## src/rtl/tsvr_pkg.sv

```systemverilog
`timescale 1ns / 1ps

package tsvr_pkg;

    // Field and counter widths
    localparam int STEP_BITS     = 24;
    localparam int VEL_FRAC_BITS = 8;
    localparam int VEL_INT_BITS  = 12;
    localparam int VEL_BITS      = VEL_INT_BITS + VEL_FRAC_BITS;
    localparam int PER_FRAC_BITS = 12;
    localparam int PER_BITS      = 22;
    localparam int MOVE_BITS     = 24;
    localparam int MIN_BITS      = 28;
    localparam int SPEED_BITS    = 12;
    localparam int DUR_BITS      = 8;
    localparam int PHASE_BITS    = 2;
    localparam int CFG_IDX_BITS  = 3;
    localparam int CFG_DATA_BITS = 24;

    // Period numerator 1000 scaled for a Q10.12 result over a fixed-point velocity
    localparam longint unsigned PER_NUM = 64'd1000 << (PER_FRAC_BITS + VEL_FRAC_BITS);
    // Velocities at or below this give a period beyond the field
    localparam longint unsigned PER_SAT = PER_NUM >> PER_BITS;
    localparam logic [PER_BITS-1:0] PER_NUM_LOW = PER_BITS'(PER_NUM);

    // Configuration register indexes
    localparam logic [CFG_IDX_BITS-1:0] CFG_MIN_VEL   = 3'd0;
    localparam logic [CFG_IDX_BITS-1:0] CFG_MAX_VEL   = 3'd1;
    localparam logic [CFG_IDX_BITS-1:0] CFG_ACCEL_DUR = 3'd2;
    localparam logic [CFG_IDX_BITS-1:0] CFG_DECEL_DUR = 3'd3;
    localparam logic [CFG_IDX_BITS-1:0] CFG_MOVE_LEN  = 3'd4;

    // Configuration reset values
    localparam logic [SPEED_BITS-1:0] RST_MIN_VEL   = 12'd1;
    localparam logic [SPEED_BITS-1:0] RST_MAX_VEL   = 12'd10;
    localparam logic [DUR_BITS-1:0]   RST_ACCEL_DUR = 8'd3;
    localparam logic [DUR_BITS-1:0]   RST_DECEL_DUR = 8'd3;
    localparam logic [MOVE_BITS-1:0]  RST_MOVE_LEN  = 24'd40;

    // Profile phase codes
    localparam logic [PHASE_BITS-1:0] PH_ACCEL  = 2'd0;
    localparam logic [PHASE_BITS-1:0] PH_CRUISE = 2'd1;
    localparam logic [PHASE_BITS-1:0] PH_BRAKE  = 2'd2;

endpackage

```

## src/rtl/tsvr_if.sv

```systemverilog
`timescale 1ns / 1ps

// Step request channel
interface tsvr_in_if;
    import tsvr_pkg::*;
    logic valid;
    logic ready;
    logic restart;
    modport source (output valid, output restart, input ready);
    modport sink (input valid, input restart, output ready);
endinterface

// Step result channel
interface tsvr_out_if;
    import tsvr_pkg::*;
    logic                  valid;
    logic                  ready;
    logic [MOVE_BITS-1:0]  step_index;
    logic [VEL_BITS-1:0]   velocity;
    logic [PER_BITS-1:0]   period;
    logic [PHASE_BITS-1:0] phase;
    logic                  last;
    logic                  too_short;
    logic [MIN_BITS-1:0]   min_steps;
    modport source (output valid, output step_index, output velocity, output period,
                    output phase, output last, output too_short, output min_steps,
                    input ready);
    modport sink (input valid, input step_index, input velocity, input period,
                  input phase, input last, input too_short, input min_steps,
                  output ready);
endinterface

// Configuration write channel
interface tsvr_cfg_if;
    import tsvr_pkg::*;
    logic                     valid;
    logic                     ready;
    logic [CFG_IDX_BITS-1:0]  index;
    logic [CFG_DATA_BITS-1:0] data;
    modport source (output valid, output index, output data, input ready);
    modport sink (input valid, input index, input data, output ready);
endinterface

```

## src/rtl/trapezoid_step_velocity_ramp.sv

```systemverilog
// Requests use the shared shift-subtract unit (12 + 12 rate division steps, 20 square
// root steps on a ramp, 22 period division steps) and the multiplier. A new request is
// taken only once the previous one has finished; a result may wait in the output register
// while the next request is taken. Synchronous active-low reset restores the register
// defaults and clears the step counter.
`timescale 1ns / 1ps

module trapezoid_step_velocity_ramp (
    input  logic       i_clk,
    input  logic       i_rst_n,
    tsvr_cfg_if.sink   i_cfg,
    tsvr_in_if.sink    i_in,
    tsvr_out_if.source o_out
);
    import tsvr_pkg::*;

    localparam int X_BITS     = 2 * VEL_BITS;
    localparam int Q_BITS     = (VEL_BITS > PER_BITS) ? VEL_BITS : PER_BITS;
    localparam int REM_BITS   = VEL_BITS + 3;
    localparam int CNT_BITS   = $clog2(Q_BITS);
    localparam int CMP_BITS   = ((STEP_BITS > MOVE_BITS) ? STEP_BITS : MOVE_BITS) + 1;
    localparam int MA_BITS    = MOVE_BITS + 1;
    localparam int MB_BITS    = SPEED_BITS + 2;
    localparam int P_BITS     = MA_BITS + MB_BITS;
    localparam int R_BITS     = MOVE_BITS + 1;
    localparam int RAD_BITS   = P_BITS + 2;
    localparam int RSAT_BITS  = 2 * VEL_INT_BITS;
    localparam int MSTEP_BITS = 4;

    // Multiplier sequence steps
    localparam logic [MSTEP_BITS-1:0] MS_ACC_TA   = 4'd0;
    localparam logic [MSTEP_BITS-1:0] MS_ACC_TA2  = 4'd1;
    localparam logic [MSTEP_BITS-1:0] MS_VMIN_TA  = 4'd2;
    localparam logic [MSTEP_BITS-1:0] MS_DEC_TD   = 4'd3;
    localparam logic [MSTEP_BITS-1:0] MS_DEC_TD2  = 4'd4;
    localparam logic [MSTEP_BITS-1:0] MS_VMIN_TD  = 4'd5;
    localparam logic [MSTEP_BITS-1:0] MS_VMIN_SQ  = 4'd6;
    localparam logic [MSTEP_BITS-1:0] MS_VMAX_SQ  = 4'd7;
    localparam logic [MSTEP_BITS-1:0] MS_BOUNDS   = 4'd8;
    localparam logic [MSTEP_BITS-1:0] MS_PHASE    = 4'd9;
    localparam logic [MSTEP_BITS-1:0] MS_VEL_MUL  = 4'd10;
    localparam logic [MSTEP_BITS-1:0] MS_RADICAND = 4'd11;

    typedef enum logic [7:0] {
        ST_IDLE   = 8'b0000_0001,
        ST_DIVA   = 8'b0000_0010,
        ST_DIVD   = 8'b0000_0100,
        ST_MUL    = 8'b0000_1000,
        ST_SQRT   = 8'b0001_0000,
        ST_PSTART = 8'b0010_0000,
        ST_PDIV   = 8'b0100_0000,
        ST_DONE   = 8'b1000_0000
    } t_state;

    // Control registers
    t_state                  r_state;
    logic [MSTEP_BITS-1:0]   r_mstep;
    logic                    r_ovalid;
    logic [STEP_BITS-1:0]    r_step_cnt;
    logic [SPEED_BITS-1:0]   r_vmin;
    logic [SPEED_BITS-1:0]   r_vmax;
    logic [DUR_BITS-1:0]     r_ta;
    logic [DUR_BITS-1:0]     r_td;
    logic [MOVE_BITS-1:0]    r_total;

    // Shared shift-subtract unit
    logic [X_BITS-1:0]       r_x;
    logic [REM_BITS-1:0]     r_rem;
    logic [Q_BITS-1:0]       r_q;
    logic [VEL_BITS-1:0]     r_dvs;
    logic [CNT_BITS-1:0]     r_cnt;
    logic [X_BITS-1:0]       n_x;
    logic [REM_BITS-1:0]     rem_sh;
    logic [REM_BITS-1:0]     trial;
    logic                    take;
    logic [REM_BITS-1:0]     n_rem;
    logic [Q_BITS-1:0]       n_q;
    logic                    unit_last;

    // Shared multiplier
    logic signed [MA_BITS-1:0] mul_a;
    logic signed [MB_BITS-1:0] mul_b;
    logic signed [P_BITS-1:0]  n_prod;
    logic signed [P_BITS-1:0]  r_prod;

    // Profile datapath
    logic signed [SPEED_BITS:0]  diff;
    logic                        diff_neg;
    logic [SPEED_BITS-1:0]       diff_mag;
    logic signed [SPEED_BITS:0]  q_s;
    logic                        rate_zero;
    logic signed [SPEED_BITS:0]  n_rate;
    logic signed [SPEED_BITS:0]  r_acc;
    logic signed [SPEED_BITS:0]  r_dec;
    logic signed [R_BITS-1:0]    r_ra;
    logic signed [R_BITS-1:0]    r_rd;
    logic [R_BITS-1:0]           ra_p1;
    logic [R_BITS-1:0]           rd_p1;
    logic [R_BITS-2:0]           r_ceil_a;
    logic [R_BITS-2:0]           r_ceil_d;
    logic [R_BITS-1:0]           ceil_sum;
    logic [RSAT_BITS-1:0]        r_vv;
    logic [RSAT_BITS-1:0]        r_vx;
    logic                        r_short;
    logic [MIN_BITS-1:0]         r_min;
    logic [MOVE_BITS-1:0]        r_step;
    logic [R_BITS-1:0]           r_brk;
    logic [PHASE_BITS-1:0]       r_phase;
    logic signed [MOVE_BITS+2:0] k_full;
    logic signed [MA_BITS-1:0]   r_k;
    logic signed [RAD_BITS-1:0]  rad;
    logic                        rad_pos;
    logic                        rad_big;
    logic [VEL_BITS-1:0]         r_vq;
    logic [PER_BITS-1:0]         r_per;
    logic                        step_last;
    logic                        per_sat;

    // Output register
    logic [MOVE_BITS-1:0]  r_o_step;
    logic [VEL_BITS-1:0]   r_o_vel;
    logic [PER_BITS-1:0]   r_o_per;
    logic [PHASE_BITS-1:0] r_o_phase;
    logic                  r_o_last;
    logic                  r_o_short;
    logic [MIN_BITS-1:0]   r_o_min;

    logic in_xfer;
    logic out_free;

    // Handshakes
    assign i_cfg.ready = 1'b1;
    assign i_in.ready  = (r_state == ST_IDLE);
    assign in_xfer     = i_in.valid && (r_state == ST_IDLE);
    assign out_free    = !r_ovalid || o_out.ready;

    assign o_out.valid      = r_ovalid;
    assign o_out.step_index = r_o_step;
    assign o_out.velocity   = r_o_vel;
    assign o_out.period     = r_o_per;
    assign o_out.phase      = r_o_phase;
    assign o_out.last       = r_o_last;
    assign o_out.too_short  = r_o_short;
    assign o_out.min_steps  = r_o_min;

    // Velocity span and its magnitude for the rate divisions
    assign diff     = $signed({1'b0, r_vmax}) - $signed({1'b0, r_vmin});
    assign diff_neg = diff[SPEED_BITS];
    assign diff_mag = diff_neg ? SPEED_BITS'(-diff) : SPEED_BITS'(diff);

    // Shift-subtract step: two radicand bits for the root, one dividend bit otherwise
    always_comb begin
        if (r_state == ST_SQRT) begin
            rem_sh = {r_rem[REM_BITS-3:0], r_x[X_BITS-1 -: 2]};
            trial  = {1'b0, r_q[VEL_BITS-1:0], 2'b01};
            n_x    = r_x << 2;
        end else begin
            rem_sh = {r_rem[REM_BITS-2:0], r_x[X_BITS-1]};
            trial  = REM_BITS'(r_dvs);
            n_x    = r_x << 1;
        end
        take  = (rem_sh >= trial);
        n_rem = take ? (rem_sh - trial) : rem_sh;
        n_q   = {r_q[Q_BITS-2:0], take};
    end

    assign unit_last = (r_cnt == '0);

    // Signed rate from the finished quotient; a zero duration gives zero
    assign q_s       = $signed({1'b0, n_q[SPEED_BITS-1:0]});
    assign rate_zero = (r_state == ST_DIVA) ? (r_ta == '0) : (r_td == '0);
    assign n_rate    = rate_zero ? '0 : (diff_neg ? -q_s : q_s);

    // Multiplier operand selection per sequence step
    always_comb begin
        case (r_mstep)
            MS_ACC_TA: begin
                mul_a = $signed(MA_BITS'(r_ta));
                mul_b = MB_BITS'(r_acc);
            end
            MS_ACC_TA2: begin
                mul_a = $signed(MA_BITS'(r_ta));
                mul_b = r_prod[MB_BITS-1:0];
            end
            MS_VMIN_TA: begin
                mul_a = $signed(MA_BITS'(r_ta));
                mul_b = $signed(MB_BITS'(r_vmin));
            end
            MS_DEC_TD: begin
                mul_a = $signed(MA_BITS'(r_td));
                mul_b = MB_BITS'(r_dec);
            end
            MS_DEC_TD2: begin
                mul_a = $signed(MA_BITS'(r_td));
                mul_b = r_prod[MB_BITS-1:0];
            end
            MS_VMIN_TD: begin
                mul_a = $signed(MA_BITS'(r_td));
                mul_b = $signed(MB_BITS'(r_vmin));
            end
            MS_VMIN_SQ: begin
                mul_a = $signed(MA_BITS'(r_vmin));
                mul_b = $signed(MB_BITS'(r_vmin));
            end
            MS_VMAX_SQ: begin
                mul_a = $signed(MA_BITS'(r_vmax));
                mul_b = $signed(MB_BITS'(r_vmax));
            end
            MS_VEL_MUL: begin
                if (r_phase == PH_ACCEL) begin
                    mul_a = $signed(MA_BITS'(r_step));
                    mul_b = MB_BITS'(r_acc);
                end else begin
                    mul_a = r_k;
                    mul_b = MB_BITS'(r_dec);
                end
            end
            default: begin
                mul_a = '0;
                mul_b = '0;
            end
        endcase
    end

    assign n_prod = mul_a * mul_b;

    // Ramp bounds and the braking offset
    assign ra_p1    = r_ra + R_BITS'(1);
    assign rd_p1    = r_rd + R_BITS'(1);
    assign ceil_sum = {1'b0, r_ceil_a} + {1'b0, r_ceil_d};
    assign k_full   = $signed({2'b00, r_step, 1'b0}) - $signed({2'b00, r_total, 1'b0})
                    + $signed((MOVE_BITS+3)'(2)) + (MOVE_BITS+3)'(r_rd);

    // Squared velocity from the product
    always_comb begin
        if (r_phase == PH_ACCEL) begin
            rad = $signed({r_prod[P_BITS-1], r_prod, 1'b0}) + $signed(RAD_BITS'(r_vv));
        end else begin
            rad = $signed(RAD_BITS'(r_vx)) - $signed({{2{r_prod[P_BITS-1]}}, r_prod});
        end
    end

    assign rad_pos   = !rad[RAD_BITS-1] && (rad != '0);
    assign rad_big   = !rad[RAD_BITS-1] && (|rad[RAD_BITS-2:RSAT_BITS]);
    assign per_sat   = (r_vq <= VEL_BITS'(PER_SAT));
    assign step_last = (({1'b0, r_step} + (MOVE_BITS+1)'(1)) == {1'b0, r_total});

    // Sequencer, configuration, step counter and output valid
    always_ff @(posedge i_clk) begin
        if (!i_rst_n) begin
            r_state    <= ST_IDLE;
            r_mstep    <= '0;
            r_ovalid   <= 1'b0;
            r_step_cnt <= '0;
            r_vmin     <= RST_MIN_VEL;
            r_vmax     <= RST_MAX_VEL;
            r_ta       <= RST_ACCEL_DUR;
            r_td       <= RST_DECEL_DUR;
            r_total    <= RST_MOVE_LEN;
        end else begin
            // Take register writes
            if (i_cfg.valid) begin
                case (i_cfg.index)
                    CFG_MIN_VEL:   r_vmin  <= i_cfg.data[SPEED_BITS-1:0];
                    CFG_MAX_VEL:   r_vmax  <= i_cfg.data[SPEED_BITS-1:0];
                    CFG_ACCEL_DUR: r_ta    <= i_cfg.data[DUR_BITS-1:0];
                    CFG_DECEL_DUR: r_td    <= i_cfg.data[DUR_BITS-1:0];
                    CFG_MOVE_LEN:  r_total <= i_cfg.data[MOVE_BITS-1:0];
                    default: ;
                endcase
            end

            // Raise valid when a result is loaded, drop it once its transfer completes
            if (r_state == ST_DONE && out_free) begin
                r_ovalid <= 1'b1;
            end else if (r_ovalid && o_out.ready) begin
                r_ovalid <= 1'b0;
            end

            case (r_state)
                ST_IDLE: begin
                    if (in_xfer) begin
                        if (i_in.restart) begin
                            r_step_cnt <= '0;
                        end
                        r_state <= ST_DIVA;
                    end
                end
                ST_DIVA: begin
                    if (unit_last) begin
                        r_state <= ST_DIVD;
                    end
                end
                ST_DIVD: begin
                    if (unit_last) begin
                        r_mstep <= MS_ACC_TA;
                        r_state <= ST_MUL;
                    end
                end
                ST_MUL: begin
                    r_mstep <= r_mstep + MSTEP_BITS'(1);
                    if (r_mstep == MS_VEL_MUL) begin
                        if (r_short) begin
                            r_state <= ST_DONE;
                        end else if (r_phase == PH_CRUISE) begin
                            r_state <= ST_PSTART;
                        end
                    end else if (r_mstep == MS_RADICAND) begin
                        r_state <= (rad_pos && !rad_big) ? ST_SQRT : ST_PSTART;
                    end
                end
                ST_SQRT: begin
                    if (unit_last) begin
                        r_state <= ST_PSTART;
                    end
                end
                ST_PSTART: begin
                    r_state <= per_sat ? ST_DONE : ST_PDIV;
                end
                ST_PDIV: begin
                    if (unit_last) begin
                        r_state <= ST_DONE;
                    end
                end
                ST_DONE: begin
                    if (out_free) begin
                        if (!r_short) begin
                            r_step_cnt <= step_last ? '0
                                        : STEP_BITS'(r_step) + STEP_BITS'(1);
                        end
                        r_state <= ST_IDLE;
                    end
                end
                default: r_state <= ST_IDLE;
            endcase
        end
    end

    // Datapath
    always_ff @(posedge i_clk) begin
        case (r_state)
            ST_IDLE: begin
                // Load the acceleration rate division
                r_x   <= {diff_mag, {(X_BITS-SPEED_BITS){1'b0}}};
                r_rem <= '0;
                r_q   <= '0;
                r_dvs <= VEL_BITS'(r_ta);
                r_cnt <= CNT_BITS'(SPEED_BITS - 1);
            end
            ST_DIVA: begin
                if (unit_last) begin
                    // Hold the rate and load the deceleration rate division
                    r_acc <= n_rate;
                    r_x   <= {diff_mag, {(X_BITS-SPEED_BITS){1'b0}}};
                    r_rem <= '0;
                    r_q   <= '0;
                    r_dvs <= VEL_BITS'(r_td);
                    r_cnt <= CNT_BITS'(SPEED_BITS - 1);
                end else begin
                    r_x   <= n_x;
                    r_rem <= n_rem;
                    r_q   <= n_q;
                    r_cnt <= r_cnt - CNT_BITS'(1);
                end
            end
            ST_DIVD: begin
                r_x   <= n_x;
                r_rem <= n_rem;
                r_q   <= n_q;
                r_cnt <= r_cnt - CNT_BITS'(1);
                if (unit_last) begin
                    r_dec <= n_rate;
                end
            end
            ST_MUL: begin
                r_prod <= n_prod;
                case (r_mstep)
                    MS_VMIN_TA: r_ra <= R_BITS'(r_prod);
                    MS_DEC_TD:  r_ra <= r_ra + {r_prod[R_BITS-2:0], 1'b0};
                    MS_VMIN_TD: r_rd <= R_BITS'(r_prod);
                    MS_VMIN_SQ: r_rd <= r_rd + {r_prod[R_BITS-2:0], 1'b0};
                    MS_VMAX_SQ: begin
                        r_vv     <= r_prod[RSAT_BITS-1:0];
                        r_ceil_a <= ra_p1[R_BITS-1:1];
                        r_ceil_d <= rd_p1[R_BITS-1:1];
                    end
                    MS_BOUNDS: begin
                        r_vx    <= r_prod[RSAT_BITS-1:0];
                        r_short <= ({1'b0, r_total} <= ceil_sum);
                        r_min   <= MIN_BITS'(ceil_sum) + MIN_BITS'(1);
                        r_brk   <= {1'b0, r_total} - {1'b0, r_ceil_d};
                        // Take a counter outside the move as step zero
                        r_step  <= (CMP_BITS'(r_step_cnt) >= CMP_BITS'(r_total)) ? '0
                                 : MOVE_BITS'(r_step_cnt);
                    end
                    MS_PHASE: begin
                        if ({1'b0, r_step} < {1'b0, r_ceil_a}) begin
                            r_phase <= PH_ACCEL;
                        end else if ({1'b0, r_step} < r_brk) begin
                            r_phase <= PH_CRUISE;
                        end else begin
                            r_phase <= PH_BRAKE;
                        end
                        r_k <= k_full[MA_BITS-1:0];
                    end
                    MS_VEL_MUL: begin
                        r_vq <= {r_vmax, {VEL_FRAC_BITS{1'b0}}};
                    end
                    MS_RADICAND: begin
                        if (!rad_pos) begin
                            r_vq <= '0;
                        end else if (rad_big) begin
                            r_vq <= '1;
                        end
                        // Load the square root of the scaled radicand
                        r_x   <= {rad[RSAT_BITS-1:0], {(2*VEL_FRAC_BITS){1'b0}}};
                        r_rem <= '0;
                        r_q   <= '0;
                        r_cnt <= CNT_BITS'(VEL_BITS - 1);
                    end
                    default: ;
                endcase
            end
            ST_SQRT: begin
                r_x   <= n_x;
                r_rem <= n_rem;
                r_q   <= n_q;
                r_cnt <= r_cnt - CNT_BITS'(1);
                if (unit_last) begin
                    r_vq <= n_q[VEL_BITS-1:0];
                end
            end
            ST_PSTART: begin
                // Saturate the period for slow steps, else load the period division
                r_per <= '1;
                r_x   <= {PER_NUM_LOW, {(X_BITS-PER_BITS){1'b0}}};
                r_rem <= REM_BITS'(PER_SAT);
                r_q   <= '0;
                r_dvs <= r_vq;
                r_cnt <= CNT_BITS'(PER_BITS - 1);
            end
            ST_PDIV: begin
                r_x   <= n_x;
                r_rem <= n_rem;
                r_q   <= n_q;
                r_cnt <= r_cnt - CNT_BITS'(1);
                if (unit_last) begin
                    r_per <= n_q[PER_BITS-1:0];
                end
            end
            ST_DONE: begin
                if (out_free) begin
                    if (r_short) begin
                        r_o_step  <= '0;
                        r_o_vel   <= '0;
                        r_o_per   <= '0;
                        r_o_phase <= PH_ACCEL;
                        r_o_last  <= 1'b0;
                        r_o_short <= 1'b1;
                        r_o_min   <= r_min;
                    end else begin
                        r_o_step  <= r_step;
                        r_o_vel   <= r_vq;
                        r_o_per   <= r_per;
                        r_o_phase <= r_phase;
                        r_o_last  <= step_last;
                        r_o_short <= 1'b0;
                        r_o_min   <= '0;
                    end
                end
            end
            default: ;
        endcase
    end

endmodule
```

## src/flat_wrapper.sv

```systemverilog
// flat-port wrapper written by rule: the top's interface ports become plain ports
module trapezoid_step_velocity_ramp_flat import tsvr_pkg::*;
  (i_clk, i_rst_n, i_cfg_valid, i_cfg_index, i_cfg_data, i_cfg_ready, i_in_valid, i_in_restart, i_in_ready, o_out_valid, o_out_step_index, o_out_velocity, o_out_period, o_out_phase, o_out_last, o_out_too_short, o_out_min_steps, o_out_ready);
  tsvr_cfg_if i_cfg_i ();
  tsvr_in_if i_in_i ();
  tsvr_out_if o_out_i ();
  input  logic i_clk;
  input  logic i_rst_n;
  input wire logic [$bits(i_cfg_i.valid)-1:0] i_cfg_valid;
  input wire logic [$bits(i_cfg_i.index)-1:0] i_cfg_index;
  input wire logic [$bits(i_cfg_i.data)-1:0] i_cfg_data;
  output wire logic [$bits(i_cfg_i.ready)-1:0] i_cfg_ready;
  input wire logic [$bits(i_in_i.valid)-1:0] i_in_valid;
  input wire logic [$bits(i_in_i.restart)-1:0] i_in_restart;
  output wire logic [$bits(i_in_i.ready)-1:0] i_in_ready;
  output wire logic [$bits(o_out_i.valid)-1:0] o_out_valid;
  output wire logic [$bits(o_out_i.step_index)-1:0] o_out_step_index;
  output wire logic [$bits(o_out_i.velocity)-1:0] o_out_velocity;
  output wire logic [$bits(o_out_i.period)-1:0] o_out_period;
  output wire logic [$bits(o_out_i.phase)-1:0] o_out_phase;
  output wire logic [$bits(o_out_i.last)-1:0] o_out_last;
  output wire logic [$bits(o_out_i.too_short)-1:0] o_out_too_short;
  output wire logic [$bits(o_out_i.min_steps)-1:0] o_out_min_steps;
  input wire logic [$bits(o_out_i.ready)-1:0] o_out_ready;
  assign i_cfg_i.valid = i_cfg_valid;
  assign i_cfg_i.index = i_cfg_index;
  assign i_cfg_i.data = i_cfg_data;
  assign i_cfg_ready = i_cfg_i.ready;
  assign i_in_i.valid = i_in_valid;
  assign i_in_i.restart = i_in_restart;
  assign i_in_ready = i_in_i.ready;
  assign o_out_valid = o_out_i.valid;
  assign o_out_step_index = o_out_i.step_index;
  assign o_out_velocity = o_out_i.velocity;
  assign o_out_period = o_out_i.period;
  assign o_out_phase = o_out_i.phase;
  assign o_out_last = o_out_i.last;
  assign o_out_too_short = o_out_i.too_short;
  assign o_out_min_steps = o_out_i.min_steps;
  assign o_out_i.ready = o_out_ready;
  trapezoid_step_velocity_ramp u_core (.i_clk(i_clk), .i_rst_n(i_rst_n), .i_cfg(i_cfg_i), .i_in(i_in_i), .o_out(o_out_i));
endmodule
```

## config.mk

```make
export PLATFORM = sky130hd
export DESIGN_NAME = trapezoid_step_velocity_ramp_flat
export DESIGN_NICKNAME = d
export VERILOG_FILES = /design/src/rtl/tsvr_pkg.sv /design/src/rtl/tsvr_if.sv /design/src/rtl/trapezoid_step_velocity_ramp.sv /design/src/flat_wrapper.sv
export SDC_FILE = /design/constraint.sdc
export NUM_CORES = 2
export LEC_CHECK = 0
export CORE_AREA = 2 2 312 314
export CTS_BUF_LIST = sky130_fd_sc_hd__clkbuf_16
export CTS_CLUSTER_DIAMETER = 100
export DETAILED_ROUTE_END_ITERATION = 8
export DIE_AREA = 0 0 314 316
export DONT_BUFFER_PORTS = 1
export MAX_ROUTING_LAYER = met4
export PLACE_DENSITY = 0.76
export SLEW_MARGIN = 10
export SYNTH_ARGS = -nofsm -noshare
export SYNTH_HDL_FRONTEND = slang
export SYNTH_SLANG_ARGS = --single-unit
```

## constraint.sdc

```tcl
create_clock -name i_clk -period 10 [get_ports i_clk]
set_input_delay 1.5 -clock i_clk [delete_from_list [all_inputs] [get_ports i_clk]]
set_output_delay 1.5 -clock i_clk [all_outputs]
set_load 0.005 [all_outputs]
```

==> results.toml <==
[drt]
via_per_inst = 6.040
postRouteAntennaNets = 0
first_iter_violations = 4664
drt_pass1_iterations = 6
post_drt_wl_per_cell_um = 22.95
remaining_drc_errors = 0
wl_mm = 154.5
num_vias = 40667

[run_status]
status = "complete, no violations"

[die]
die_x_um = 314
dieArea_mm2 = 0.09922
start_util = 0.5452
rows = 114
io_pins = 134
core-area_mm2 = 0.09599
die_height_um = 316

[worst_setup_path]
startpoint_type = "flop"
reg2reg_depth = 29
critPathSlowestCell = "and2_1"
crit_path_frequent_cell = "fa_1"
crit_path_end_kind = "flop"
worstPathArrival_ns = 9.83
required_ns = 10.40
slowest_delay_ns = 0.63
path_max_fanout = 17
crit_type = "reg -> reg"

[timing]
clock-skew-final_ns = 0.03172
slew_headroom = 0.09435
finalHoldViolations = 0
fin_setup_tns_ns = 0
worst_slack_ns = 0.5639
setup-violations-final = 0
fmax_ghz = 0.1060
grt_setup_unrepaired = "false"
min_period_over_period = 0.9436
final_max_slew_viol_count = 0
fin_crit_ns = 9.436
max_slew.worst_pin.slew_ns = 1.346

[global_routing]
grt_max_degree = 97
track_usage = 0.3219
antenna_found_initial = 3
grt_overflow = 0
grt_pass1_wl_mm = 234.9
grt_pass1_vias = 39242

[place]
io_buffers = 0
placed_cells = 6596
place_congestion = 1.012
dp_slack_ns = 0.4221
dpl.hpwl_mm = 120.8

[min_path]
holdPathStages = 2
hold_path_class = "reg -> reg"

[cells_and_area]
nets = 6180
drive_above_1_share = 0.04858
fillCellCount = 7986
post-route-util = 0.5860
syn2layout_area_growth_pct = 7.473
mostFrequentLayoutCells = "708 x nand2_1, 674 x inv_1, 544 x edfxtp_1"
layout_commonest_cell = "nand2_1"
fin_cells = 6733

[clock_network]
tritoncts = "built"
insertion_delay_ns = 0.66
clock_tree.root_cell = "clkbuf_16"
post-cts-setup-buffers = 0
cts_sinks = 645
clk_path_buf_depth = 3
clk_pin_slew_worst_paths_ns = 0.06
htreeDepth = 3
cts_inserted_buffers = 74

[synth]
ys_top_cells_by_area = "edfxtp_1 31%, fa_1 14%, ha_1 9.4%, nand2_1 5.1%, inv_1 4.7%"
synth_area_mm2 = 0.05234
synthArstFlopShare = 0
synth_flop_cell = "edfxtp_1"
synth_top_cell_by_area = "edfxtp_1"
synth_warnings = 0
syn_inst = 5413
synth_top_area_share = 0.3121
synth-simple-area-share = 0.1563
syn_area_per_cell_um2 = 9.669
synthAdderAreaFrac = 0.2307
synth-xor-area-share = 0.05766
muxShareOfSynthArea = 0.01618
synth.ff_latch_count = 645
synth-edff-count = 544
yosysSeqAreaShare = 0.3508
synth_top_family_by_area = "adder cells"
synth_compound_area_frac = 0.1278
ys_types = 103

[power_and_ir_drop]
power.density_mw_per_mm2 = 128.9
power_mw = 7.250
p_leak_nw = 24.21
ir_worst_vdd_mv = 0.1332

[flow_run]
drv_cap = 0
## stage by stage
step / area [µm²] / hold slack [ns]
6_report: 56250 / 0.4719
5_1_grt: 56250 / 0.4893
4_1_cts: 56240 / 0.4733
3_5_place_dp: 53870 / 0.4597
3_3_place_gp: 53870 / 0.4502
2_1_floorplan: 52340 / 0.4244
## worst paths after layout
path	startpoint	endpoint	slack, ns
worst min register to register	u_core.r_step_cnt[0]	u_core.r_step_cnt[0]	0.47
worst max register to register	u_core.r_mstep[2]	u_core.r_prod[37]	0.56
worst min-delay path	u_core.r_step_cnt[0]	u_core.r_step_cnt[0]	0.47
worst max-delay path	u_core.r_mstep[2]	u_core.r_prod[37]	0.56
## cells by family after synthesis
family | after synthesis
xor+xnor | 343
simple gates | 1762
flops | 645
fa+ha+maj | 751
mux | 84
compound gates | 1007
buf+inv | 819
other cells | 2
## registers in the layout, summed over array words and instances, names as in the netlist, 21 cells and up
name,cells
u_core.r_ceil_d,24
u_core.r_ra,25
u_core.r_q,21
u_core.r_total,24
u_core.r_prod,39
u_core.r_brk,25
u_core.r_ceil_a,24
u_core.r_k,25
u_core.r_step,24
u_core.o_out.period,22
u_core.r_rd,25
u_core.r_min,26
u_core.r_rem,22
u_core.r_step_cnt,24
u_core.r_x,24
u_core.r_vx,24
u_core.o_out.min_steps,26
u_core.r_vv,24
u_core.r_per,22
u_core.o_out.step_index,24
## power by group
part | internal, mW | switching (mW)
clock | 1.55 | 1.15
sequential | 3.13 | 0.166
combinational | 0.489 | 0.765
## synthesized netlist by cell type (32+ instances only)
master      n
and3_1     41
fa_1      357
a21boi_0   72
edfxtp_1  544
and2_1    119
nor2b_1    90
xor2_1     96
clkbuf_1  143
a21oi_1   211
xnor2_1   246
dfxtp_1   101
or2_2      32
nand3_1    98
a211oi_1   43
nand4_1    34
ha_1      394
nand2b_1   49
a21o_1    105
nor2_1    399
mux2i_1    79
a31oi_1    39
o21bai_1   38
o21ai_0   220
o21a_1     47
nand2_1   708
inv_1     654
nor3_1     73
## critical path: cells and delay by family (launching register included)
kind | cells | cell delay, ns
flops | 1 | 0.52
buf+inv | 4 | 0.47
compound gates | 13 | 3.47
fa+ha+maj | 7 | 3.33
simple gates | 4 | 1.30
xor+xnor | 1 | 0.10
## layer usage
layer	GRT usage	wire length, µm
met2	0.4860	69050
met5	-	0
met1	0.4306	63920
met3	0.06126	15120
met4	0.1246	6448
## layout make-up
| class | instances | area [µm²] | area share |
|---|---|---|---|
| multi-input combinational | 3950 | 30930 | 0.5498 |
| clock buffer | 77 | 1927 | 0.03426 |
| antenna | 2 | 5.005 | 0.00008898 |
| tap | 1276 | 1597 | 0.02838 |
| clock inverter | 58 | 444.2 | 0.007897 |
| timing repair buffer | 71 | 536.8 | 0.009543 |
| inverter | 654 | 2455 | 0.04364 |
| sequential | 645 | 18360 | 0.3264 |
## timing repair
action / 4_1_cts / 5_1_grt
hold buffers: 0 / 0
endpoints found under the setup margin: 0 / 2
gates resized for setup: 0 / 1
(Power assumes the default switching activity.)
